===== config.mk =====
export PLATFORM = sky130hd
export DESIGN_NAME = av1_obu_splitter_unit
export DESIGN_NICKNAME = d
export VERILOG_FILES = /design/src/av1os_pkg.sv /design/src/av1os_front.sv /design/src/av1os_queue.sv /design/src/av1os_back.sv /design/src/av1_obu_splitter_unit.sv
export VERILOG_INCLUDE_DIRS = /design/src /design/src/src
export SDC_FILE = /design/constraint.sdc
export NUM_CORES = 1
export LEC_CHECK = 0
export ABC_AREA = 1
export BUFFER_PORTS_ARGS = -buffer_cell sky130_fd_sc_hd__buf_4
export CORE_MARGIN = 2
export CORE_UTILIZATION = 65
export CTS_BUF_LIST = sky130_fd_sc_hd__clkbuf_4
export CTS_CLUSTER_SIZE = 40
export DETAILED_ROUTE_END_ITERATION = 16
export GPL_ROUTABILITY_DRIVEN = 0
export PLACE_DENSITY = 0.83
export SLEW_MARGIN = 40
export SYNTH_ARGS = -nofsm -noshare
export SYNTH_HDL_FRONTEND = slang
export SYNTH_HIERARCHICAL = 1
export SYNTH_SLANG_ARGS = --single-unit

===== constraint.sdc =====
create_clock -name clk_i -period 9.1 [get_ports clk_i]
set_clock_uncertainty 0.2 [all_clocks]
set_input_delay 0.91 -clock clk_i [delete_from_list [all_inputs] [get_ports clk_i]]
set_output_delay 0.91 -clock clk_i [all_outputs]
set_load 0.05 [all_outputs]

===== src/av1_obu_splitter_unit_assert.svh =====
// Assertion helpers for the OBU splitter top level.
// Both expect clk_i and rst_ni in scope at the point of use.
`ifndef AV1_OBU_SPLITTER_UNIT_ASSERT_SVH
`define AV1_OBU_SPLITTER_UNIT_ASSERT_SVH

// Check that cons holds in every cycle where ante holds.
`define AV1OS_ASSERT_NOW(lbl, ante, cons, msg) \
  lbl: assert property (@(posedge clk_i) disable iff (!rst_ni) (ante) |-> (cons)) \
    else $error(msg);

// Check that cond holds whenever a result is presented.
`define AV1OS_ASSERT_RESULT(lbl, cond, msg) \
  lbl: assert property (@(posedge clk_i) disable iff (!rst_ni) out_valid_o |-> (cond)) \
    else $error(msg);

`endif


===== src/av1os_pkg.sv =====
`timescale 1ns / 1ps
`default_nettype none
package av1os_pkg;

  // Stream geometry
  localparam int OFFSET_WIDTH   = 32;
  localparam int MAX_SIZE_BYTES = 8;
  localparam int ACC_W          = 56;
  localparam int LEB_CAP        = ACC_W / 7;
  localparam int MAX_HDR_LEN    = 2 + MAX_SIZE_BYTES;
  localparam int QUEUE_DEPTH    = 4;

  // Parser phases
  localparam logic [2:0] PH_HEADER  = 3'd0;
  localparam logic [2:0] PH_EXT     = 3'd1;
  localparam logic [2:0] PH_SIZE    = 3'd2;
  localparam logic [2:0] PH_PAYLOAD = 3'd3;
  localparam logic [2:0] PH_TO_END  = 3'd4;
  localparam logic [2:0] PH_HALTED  = 3'd5;

  // Result status codes
  localparam logic [1:0] ST_COMPLETE  = 2'd0;
  localparam logic [1:0] ST_OVERSIZE  = 2'd1;
  localparam logic [1:0] ST_TRUNCATED = 2'd2;
  localparam logic [1:0] ST_END_IDLE  = 2'd3;

  typedef struct packed {
    logic [7:0] data_byte;
    logic       end_of_stream;
  } obu_byte_t;

  typedef struct packed {
    logic [1:0]  status;
    logic [3:0]  obu_type;
    logic        extension_present;
    logic [31:0] start_offset;
    logic [3:0]  header_length;
    logic [31:0] total_length;
    logic        stream_end;
  } obu_result_t;

  // Byte after classification, as it travels through the queue
  typedef struct packed {
    logic [OFFSET_WIDTH-1:0] pos;
    logic [3:0]              obu_type;
    logic                    ext;
    logic                    size_flag;
    logic                    cont;
    logic [6:0]              low7;
    logic                    eos;
  } byte_info_t;

  // Queue status seen by the front and back
  typedef struct packed {
    logic valid;
    logic full;
  } queue_status_t;

endpackage
`default_nettype wire


===== src/av1os_front.sv =====
`timescale 1ns / 1ps
`default_nettype none
module av1os_front (
  input  wire logic                  clk_i,
  input  wire logic                  rst_ni,
  input  wire logic                  in_valid_i,
  output logic                       in_stall_o,
  input  wire av1os_pkg::obu_byte_t  in_data_i,
  input  wire av1os_pkg::queue_status_t q_status_i,
  output logic                       push_o,
  output av1os_pkg::byte_info_t      push_data_o
);
  import av1os_pkg::*;

  logic                    stage_valid_q, stage_valid_d;
  byte_info_t              stage_q;
  logic [OFFSET_WIDTH-1:0] pos_q, pos_d;
  logic                    accept;

  // Stall only while the staged request cannot move into the queue
  assign in_stall_o  = stage_valid_q && q_status_i.full;
  assign accept      = in_valid_i && !in_stall_o;
  assign push_o      = stage_valid_q && !q_status_i.full;
  assign push_data_o = stage_q;

  // Advance the stage and the stream position
  always_comb begin
    stage_valid_d = stage_valid_q;
    pos_d         = pos_q;
    if (accept) begin
      stage_valid_d = 1'b1;
      pos_d = in_data_i.end_of_stream ? '0 : pos_q + OFFSET_WIDTH'(1);
    end else if (push_o) begin
      stage_valid_d = 1'b0;
    end
  end

  always_ff @(posedge clk_i or negedge rst_ni) begin
    if (!rst_ni) begin
      stage_valid_q <= 1'b0;
      pos_q         <= '0;
    end else begin
      stage_valid_q <= stage_valid_d;
      pos_q         <= pos_d;
    end
  end

  // Decode the header fields of every byte; the back picks what it needs
  always_ff @(posedge clk_i) begin
    if (accept) begin
      stage_q.pos       <= pos_q;
      stage_q.obu_type  <= in_data_i.data_byte[6:3];
      stage_q.ext       <= in_data_i.data_byte[2];
      stage_q.size_flag <= in_data_i.data_byte[1];
      stage_q.cont      <= in_data_i.data_byte[7];
      stage_q.low7      <= in_data_i.data_byte[6:0];
      stage_q.eos       <= in_data_i.end_of_stream;
    end
  end

endmodule
`default_nettype wire


===== src/av1os_queue.sv =====
`timescale 1ns / 1ps
`default_nettype none
module av1os_queue (
  input  wire logic                  clk_i,
  input  wire logic                  rst_ni,
  input  wire logic                  push_i,
  input  wire av1os_pkg::byte_info_t push_data_i,
  input  wire logic                  pop_i,
  output av1os_pkg::byte_info_t      pop_data_o,
  output av1os_pkg::queue_status_t   status_o
);
  import av1os_pkg::*;

  localparam int PTR_W = $clog2(QUEUE_DEPTH);
  localparam int CNT_W = $clog2(QUEUE_DEPTH + 1);

  byte_info_t       mem_q [QUEUE_DEPTH];
  logic [PTR_W-1:0] wr_ptr_q, rd_ptr_q;
  logic [CNT_W-1:0] count_q;
  logic             do_push, do_pop;

  assign status_o.valid = (count_q != '0);
  assign status_o.full  = (count_q == CNT_W'(QUEUE_DEPTH));
  assign do_push        = push_i && !status_o.full;
  assign do_pop         = pop_i && status_o.valid;
  assign pop_data_o     = mem_q[rd_ptr_q];

  // Advance pointers and fill level
  always_ff @(posedge clk_i or negedge rst_ni) begin
    if (!rst_ni) begin
      wr_ptr_q <= '0;
      rd_ptr_q <= '0;
      count_q  <= '0;
    end else begin
      if (do_push) begin
        wr_ptr_q <= (wr_ptr_q == PTR_W'(QUEUE_DEPTH - 1)) ? '0 : wr_ptr_q + PTR_W'(1);
      end
      if (do_pop) begin
        rd_ptr_q <= (rd_ptr_q == PTR_W'(QUEUE_DEPTH - 1)) ? '0 : rd_ptr_q + PTR_W'(1);
      end
      case ({do_push, do_pop})
        2'b10:   count_q <= count_q + CNT_W'(1);
        2'b01:   count_q <= count_q - CNT_W'(1);
        default: count_q <= count_q;
      endcase
    end
  end

  // Store the pushed entry
  always_ff @(posedge clk_i) begin
    if (do_push) begin
      mem_q[wr_ptr_q] <= push_data_i;
    end
  end

endmodule
`default_nettype wire


===== src/av1os_back.sv =====
`timescale 1ns / 1ps
`default_nettype none
module av1os_back (
  input  wire logic                    clk_i,
  input  wire logic                    rst_ni,
  input  wire av1os_pkg::queue_status_t q_status_i,
  input  wire av1os_pkg::byte_info_t   q_data_i,
  output logic                         pop_o,
  output logic                         out_valid_o,
  input  wire logic                    out_stall_i,
  output av1os_pkg::obu_result_t       out_data_o
);
  import av1os_pkg::*;

  logic [2:0]              phase_q, phase_d;
  logic [OFFSET_WIDTH-1:0] start_q, start_d;
  logic [ACC_W-1:0]        acc_q, acc_d, acc_new, rem_q, rem_d, rem_dec;
  logic [3:0]              cnt_q, cnt_d;
  logic [3:0]              type_q, type_d;
  logic                    ext_q, ext_d, has_q, has_d;
  logic [5:0]              shamt;
  logic                    emit, blank;
  logic [1:0]              status;
  obu_result_t             res;
  logic                    out_valid_q;
  obu_result_t             out_q;
  byte_info_t              it;

  assign it          = q_data_i;
  assign pop_o       = q_status_i.valid && (!out_valid_q || !out_stall_i);
  assign out_valid_o = out_valid_q;
  assign out_data_o  = out_q;

  // Place of the next 7-bit size group, and the payload count-down
  assign shamt   = ({2'b00, cnt_q} << 3) - {2'b00, cnt_q};
  assign acc_new = (cnt_q < 4'(LEB_CAP)) ? (acc_q | (ACC_W'(it.low7) << shamt)) : acc_q;
  assign rem_dec = rem_q - ACC_W'(1);

  // Parse one byte
  always_comb begin
    phase_d = phase_q;
    start_d = start_q;
    acc_d   = acc_q;
    rem_d   = rem_q;
    cnt_d   = cnt_q;
    type_d  = type_q;
    ext_d   = ext_q;
    has_d   = has_q;
    emit    = 1'b0;
    blank   = 1'b0;
    status  = ST_COMPLETE;
    case (phase_q)
      PH_EXT: begin
        phase_d = has_q ? PH_SIZE : PH_TO_END;
        if (it.eos) begin
          emit   = 1'b1;
          status = has_q ? ST_TRUNCATED : ST_COMPLETE;
        end
      end
      PH_SIZE: begin
        acc_d = acc_new;
        cnt_d = cnt_q + 4'd1;
        if (!it.cont) begin
          rem_d = acc_new;
          if (acc_new == '0) begin
            emit    = 1'b1;
            phase_d = PH_HEADER;
          end else begin
            phase_d = PH_PAYLOAD;
            if (it.eos) begin
              emit   = 1'b1;
              status = ST_TRUNCATED;
            end
          end
        end else if (cnt_d >= 4'(MAX_SIZE_BYTES)) begin
          emit    = 1'b1;
          status  = ST_OVERSIZE;
          phase_d = PH_HALTED;
        end else if (it.eos) begin
          emit   = 1'b1;
          status = ST_TRUNCATED;
        end
      end
      PH_PAYLOAD: begin
        rem_d = rem_dec;
        if (rem_dec == '0) begin
          emit    = 1'b1;
          phase_d = PH_HEADER;
        end else if (it.eos) begin
          emit   = 1'b1;
          status = ST_TRUNCATED;
        end
      end
      PH_TO_END: begin
        emit = it.eos;
      end
      PH_HALTED: begin
        if (it.eos) begin
          emit   = 1'b1;
          blank  = 1'b1;
          status = ST_END_IDLE;
        end
      end
      default: begin
        start_d = it.pos;
        type_d  = it.obu_type;
        ext_d   = it.ext;
        has_d   = it.size_flag;
        acc_d   = '0;
        cnt_d   = '0;
        rem_d   = '0;
        if (it.ext) begin
          phase_d = PH_EXT;
        end else begin
          phase_d = it.size_flag ? PH_SIZE : PH_TO_END;
        end
        if (it.eos) begin
          emit   = 1'b1;
          status = (!it.ext && !it.size_flag) ? ST_COMPLETE : ST_TRUNCATED;
        end
      end
    endcase
    // The last byte returns the parser to a fresh stream
    if (it.eos) begin
      phase_d = PH_HEADER;
    end
  end

  // Assemble the result from the updated OBU state
  always_comb begin
    res.status = status;
    if (blank) begin
      res.obu_type          = '0;
      res.extension_present = 1'b0;
      res.start_offset      = '0;
      res.header_length     = '0;
      res.total_length      = '0;
      res.stream_end        = 1'b1;
    end else begin
      res.obu_type          = type_d;
      res.extension_present = ext_d;
      res.start_offset      = 32'(start_d);
      res.header_length     = 4'd1 + {3'b000, ext_d} + cnt_d;
      res.total_length      = 32'(it.pos - start_d + OFFSET_WIDTH'(1));
      res.stream_end        = it.eos;
    end
  end

  // Hold parser state until a byte is taken
  always_ff @(posedge clk_i or negedge rst_ni) begin
    if (!rst_ni) begin
      phase_q     <= PH_HEADER;
      start_q     <= '0;
      acc_q       <= '0;
      rem_q       <= '0;
      cnt_q       <= '0;
      type_q      <= '0;
      ext_q       <= 1'b0;
      has_q       <= 1'b0;
      out_valid_q <= 1'b0;
    end else begin
      if (pop_o) begin
        phase_q <= phase_d;
        start_q <= start_d;
        acc_q   <= acc_d;
        rem_q   <= rem_d;
        cnt_q   <= cnt_d;
        type_q  <= type_d;
        ext_q   <= ext_d;
        has_q   <= has_d;
      end
      if (pop_o) begin
        out_valid_q <= emit;
      end else if (!out_stall_i) begin
        out_valid_q <= 1'b0;
      end
    end
  end

  // Load the output register with a new result
  always_ff @(posedge clk_i) begin
    if (pop_o && emit) begin
      out_q <= res;
    end
  end

endmodule
`default_nettype wire


===== src/av1_obu_splitter_unit.sv =====
`timescale 1ns / 1ps
`default_nettype none
// AV1 OBU splitter: takes a low-overhead AV1 bitstream one byte per request
// on the input channel (data byte plus an end-of-stream mark on the last
// byte) and gives one request on the output channel for each finished OBU:
// status, type, extension flag, start offset, header and total length, and
// whether it closes the stream. An oversized size field gives a single error
// request; the rest of that stream is dropped and its last byte gives an
// end-with-nothing-pending request. A truncated OBU errs on the last byte.
// Throughput: one byte per cycle while in_stall_o is low. A result passes
// from the front register that takes the byte causing it, through a queue
// entry, to the output register that drives out_valid_o.
// The front stage decodes each byte and tracks its position; a four-entry queue
// parts it from the parser, whose 56-bit size count-down sets the cycle.
// Reset clears the position, the parser and all valid flags; no clearing pass.
// While out_stall_i is high the output request holds, the parser stops once a
// result waits, the queue fills and then in_stall_o rises.
module av1_obu_splitter_unit (
  input  wire logic                   clk_i,
  input  wire logic                   rst_ni,
  input  wire logic                   in_valid_i,
  output logic                        in_stall_o,
  input  wire av1os_pkg::obu_byte_t   in_data_i,
  output logic                        out_valid_o,
  input  wire logic                   out_stall_i,
  output av1os_pkg::obu_result_t      out_data_o
);
  import av1os_pkg::*;

`include "av1_obu_splitter_unit_assert.svh"

  queue_status_t q_status;
  logic          push, pop;
  byte_info_t    push_data, pop_data;

  av1os_front u_front (
    .clk_i       (clk_i),
    .rst_ni      (rst_ni),
    .in_valid_i  (in_valid_i),
    .in_stall_o  (in_stall_o),
    .in_data_i   (in_data_i),
    .q_status_i  (q_status),
    .push_o      (push),
    .push_data_o (push_data)
  );

  av1os_queue u_queue (
    .clk_i       (clk_i),
    .rst_ni      (rst_ni),
    .push_i      (push),
    .push_data_i (push_data),
    .pop_i       (pop),
    .pop_data_o  (pop_data),
    .status_o    (q_status)
  );

  av1os_back u_back (
    .clk_i       (clk_i),
    .rst_ni      (rst_ni),
    .q_status_i  (q_status),
    .q_data_i    (pop_data),
    .pop_o       (pop),
    .out_valid_o (out_valid_o),
    .out_stall_i (out_stall_i),
    .out_data_o  (out_data_o)
  );

  `AV1OS_ASSERT_RESULT(a_idle_end_blank,
      out_data_o.status != ST_END_IDLE ||
      (out_data_o.stream_end && out_data_o.header_length == 4'd0),
      "end-idle result not blank")
  `AV1OS_ASSERT_RESULT(a_hdr_len_range,
      out_data_o.status == ST_END_IDLE ||
      (out_data_o.header_length >= 4'd1 && out_data_o.header_length <= 4'(MAX_HDR_LEN)),
      "header length out of range")
  `AV1OS_ASSERT_NOW(a_oversize_len,
      out_valid_o && out_data_o.status == ST_OVERSIZE,
      out_data_o.header_length ==
      4'd1 + {3'b000, out_data_o.extension_present} + 4'(MAX_SIZE_BYTES),
      "oversize result with wrong header length")
  `AV1OS_ASSERT_NOW(a_pop_needs_data, pop, q_status.valid,
      "parser took a byte from an empty queue")

endmodule
`default_nettype wire

==> flow_summary.toml <==
[floorplanning]
die_w_microns = 206
start_util = 0.655
fp.coreArea_sq_mm = 0.0406
rows = 74
dieArea_sq_mm = 0.0426
pin_count = 91
die_h_microns = 206

[global_route]
overflow = 0
grt_first_pass_wirelength_microns = 109000
grt_usage = 0.329
grt_pass1_vias = 21129
grt_max_degree = 84
antenna_found_initial = 3

[placed_design]
dp_hpwl_microns = 47000
port_buffers = 90
dp.cells = 3524

[cells_and_area]
final_util = 0.723
final_cell_mix = "nand2_1, nor2_1, inv_1"
multi_input_area_sq_mm = 0.0106
seq_area_sq_mm = 0.0141
fin_cells = 3774
n_fill_cell = 2976
drive_gt1_frac = 0.150
final_common_cell = "nand2_1"
nNetsFinal = 3228
syn_to_final_growth_pct = 10.5

[worst_setup_path]
crit_buf_inv = 6
cp.required_ns = 9.49
crit_fanout = 67
cp.depth = 24
cp_top_family = "compound AO/OA/AOI/OAI gates"
worstPathCellList = "buf_4 -> o211ai_1 -> nand2_1 -> inv_1 -> o21ai_0 -> ha_1 -> inv_1 -> ha_1 -> inv_1 -> fa_1 -> inv_1 -> nand3_1 -> nand2_1 -> inv_1 -> nor2_1 -> nor2_1 -> o21ai_2 -> a21oi_1 -> o21ai_1 -> a21boi_0 -> o21ai_0 -> nand2_1 -> nand2_1 -> nor2_1"
startpoint_type = "register"
critical_path_class = "reg2reg"
critical-path-max-stage-delay_ns = 0.85
cpMaxStageDelayCell = "dfrtp_4"
critPathMostFrequentCell = "inv_1"
arrival_ns = 6.08
end_kind = "register"
worst-r2r-cell-count = 24

[synthesis]
syn_area_sq_mm = 0.0266
synthDistinctLibCells = 56
synthCells = 2990
syn_nets = 3080
yosys_warnings = 6
synth_flop_cell = "edfxtp_1"
synth-edff-count = 305
syn_area_per_cell_sq_um = 8.90
async_flop_share = 0.394
yosysSeqAreaShare = 0.530
ys_seq_elements = 503

[clock_tree]
cts-root-buf = "clkbuf_4"
htreeDepth = 4
cts.sinks = 503
cts_tree = "done"
cts-resized-gates = 0
numCtsBuffers = 134
clk_pin_slew_ns = 0.07
clk_path_buf_depth = 3
clock_latency_ns = 0.89

[run_status]
outcome = "completed"

[sta]
setup_viol = 0
post-route-period-util = 0.626
slew-limit-headroom = 0.467
period_needed_ns = 5.70
rsz0062_at_grt = "false"
max_freq_mhz = 176
worst_pin_slew_ns = 0.800
hold_violations = 0
finalSetupTns_ns = 0
whs_ns = 0.0933
drv_slew = 0

[drt]
routedWlPerCell_microns = 18.3
drt_iter0_drc = 2920
wl_met1_microns = 28000
via_count = 22163
dr.max_layer_used = "met5"
routed_wl_microns = 69000
ant_nets = 0
dr_wl_met2_microns = 31100
dr.pass1.iters = 9
remaining_drc_errors = 0
vias_per_cell = 5.87
routed-wl-met3_microns = 7560

[hold_path]
hold_depth = 3
hold_class = "in2reg"

[run]
max_cap_viol_count = 0
==> final cells by class <==
cell class,instances,area share
Sequential cell,503,0.480
Multi-Input combinational cell,2029,0.360
Clock buffer,205,0.0524
Inverter,351,0.0451
Timing Repair Buffer,119,0.0318
Tap cell,532,0.0226
Clock inverter,34,0.00732
Antenna cell,1,0.0000851
==> kinds of logic (layout without fill, tap and decap cells) <==
kind of cell,after synthesis,in the layout,synth area share
and+or+nand+nor,1384,1384,0.217
buffers and inverters,458,709,0.0736
muxes,30,30,0.0113
xor gates and xnor gates,31,31,0.0102
DFF,503,503,0.530
AOI/OAI and AO/OA,507,507,0.121
adders and majority gates,77,77,0.0368
other,0,1,0
==> sequential cells by signal, indices dropped and copies added (netlist names), 2 cells and up <==
| name | count |
|---|---|
| u_queue/mem_q | 188 |
| u_back/out_data_o | 76 |
| u_back/acc_q | 56 |
| u_back/rem_q | 56 |
| u_front/push_data_o | 41 |
| u_back/start_q | 32 |
| u_front/pos_q | 32 |
| u_back/cnt_q | 4 |
| u_back/type_q | 4 |
| u_back/phase_q | 3 |
| u_queue/count_q | 3 |
| u_queue/rd_ptr_q | 2 |
| u_queue/wr_ptr_q | 2 |
==> synth_stat cells (5+ instances only) <==
master	instances	area (sq um)
dfrtp_1	198	4950
a22oi_1	7	52.6
nand3_2	10	100
nand2_1	745	2800
mux2i_1	30	300
o21ai_0	185	926
nand2_4	7	78.8
nor3_1	14	70.1
buf_6	20	225
inv_2	17	63.8
o21a_1	9	67.6
edfxtp_1	305	9160
a31oi_1	6	37.5
a221oi_1	7	61.3
nor2_2	15	93.8
nand2_2	17	106
buf_2	21	105
o211ai_2	52	651
nor2_1	412	1550
o211ai_1	42	315
ha_1	75	938
clkinv_1	5	18.8
o22ai_1	6	37.5
nor2_4	11	124
buf_4	13	97.6
a21oi_1	144	721
inv_1	328	1230
xor2_1	30	263
clkbuf_1	52	195
o21bai_1	14	105
nand3_1	120	601
nand4_1	15	93.8
o21ai_1	15	75.1
==> worst min-delay path: cells and delay by family <==
kind          cells  cell delay, ns
buf+inv           1            0.07
simple gates      2            0.15
==> layer usage <==
metal	GRT usage	vias up
met3	0.0870	194
met5	0	-
li1	-	10261
met1	0.454	10395
met4	0.129	2
met2	0.501	1311
==> what timing repair did <==
item,4_1_cts,5_1_grt
endpoints found under the hold margin,69,0
setup buffers,0,0
hold buffers,10,0
==> per-stage QoR <==
stage / setup slack (ns) / instance area [sq um]
3_3_place_gp: 3.65 / 27500
2_1_floorplan: 4.68 / 26600
3_5_place_dp: 3.57 / 27500
6_report: 3.40 / 29400
4_1_cts: 3.52 / 29400
5_1_grt: 3.04 / 29400
==> worst paths after layout <==
path / slack, ns / end / start
setup / recovery: 3.40 / u_back/out_data_o[24] / u_queue/rd_ptr_q[0]
hold / removal: 0.09 / u_back/out_valid_o / out_stall_i
setup reg to reg: 3.40 / u_back/out_data_o[24] / u_queue/rd_ptr_q[0]
hold reg to reg: 0.27 / u_front/push_data_o[43] / u_front/pos_q[28]
max in group asynchronous: 7.07 / u_queue/rd_ptr_q[0] / rst_ni
min in group asynchronous: 0.42 / u_back/start_q[13] / rst_ni
Power is left out: the tool's default activity adds up to more than one toggle a clock period on the data nets, which glitch-free logic cannot reach.
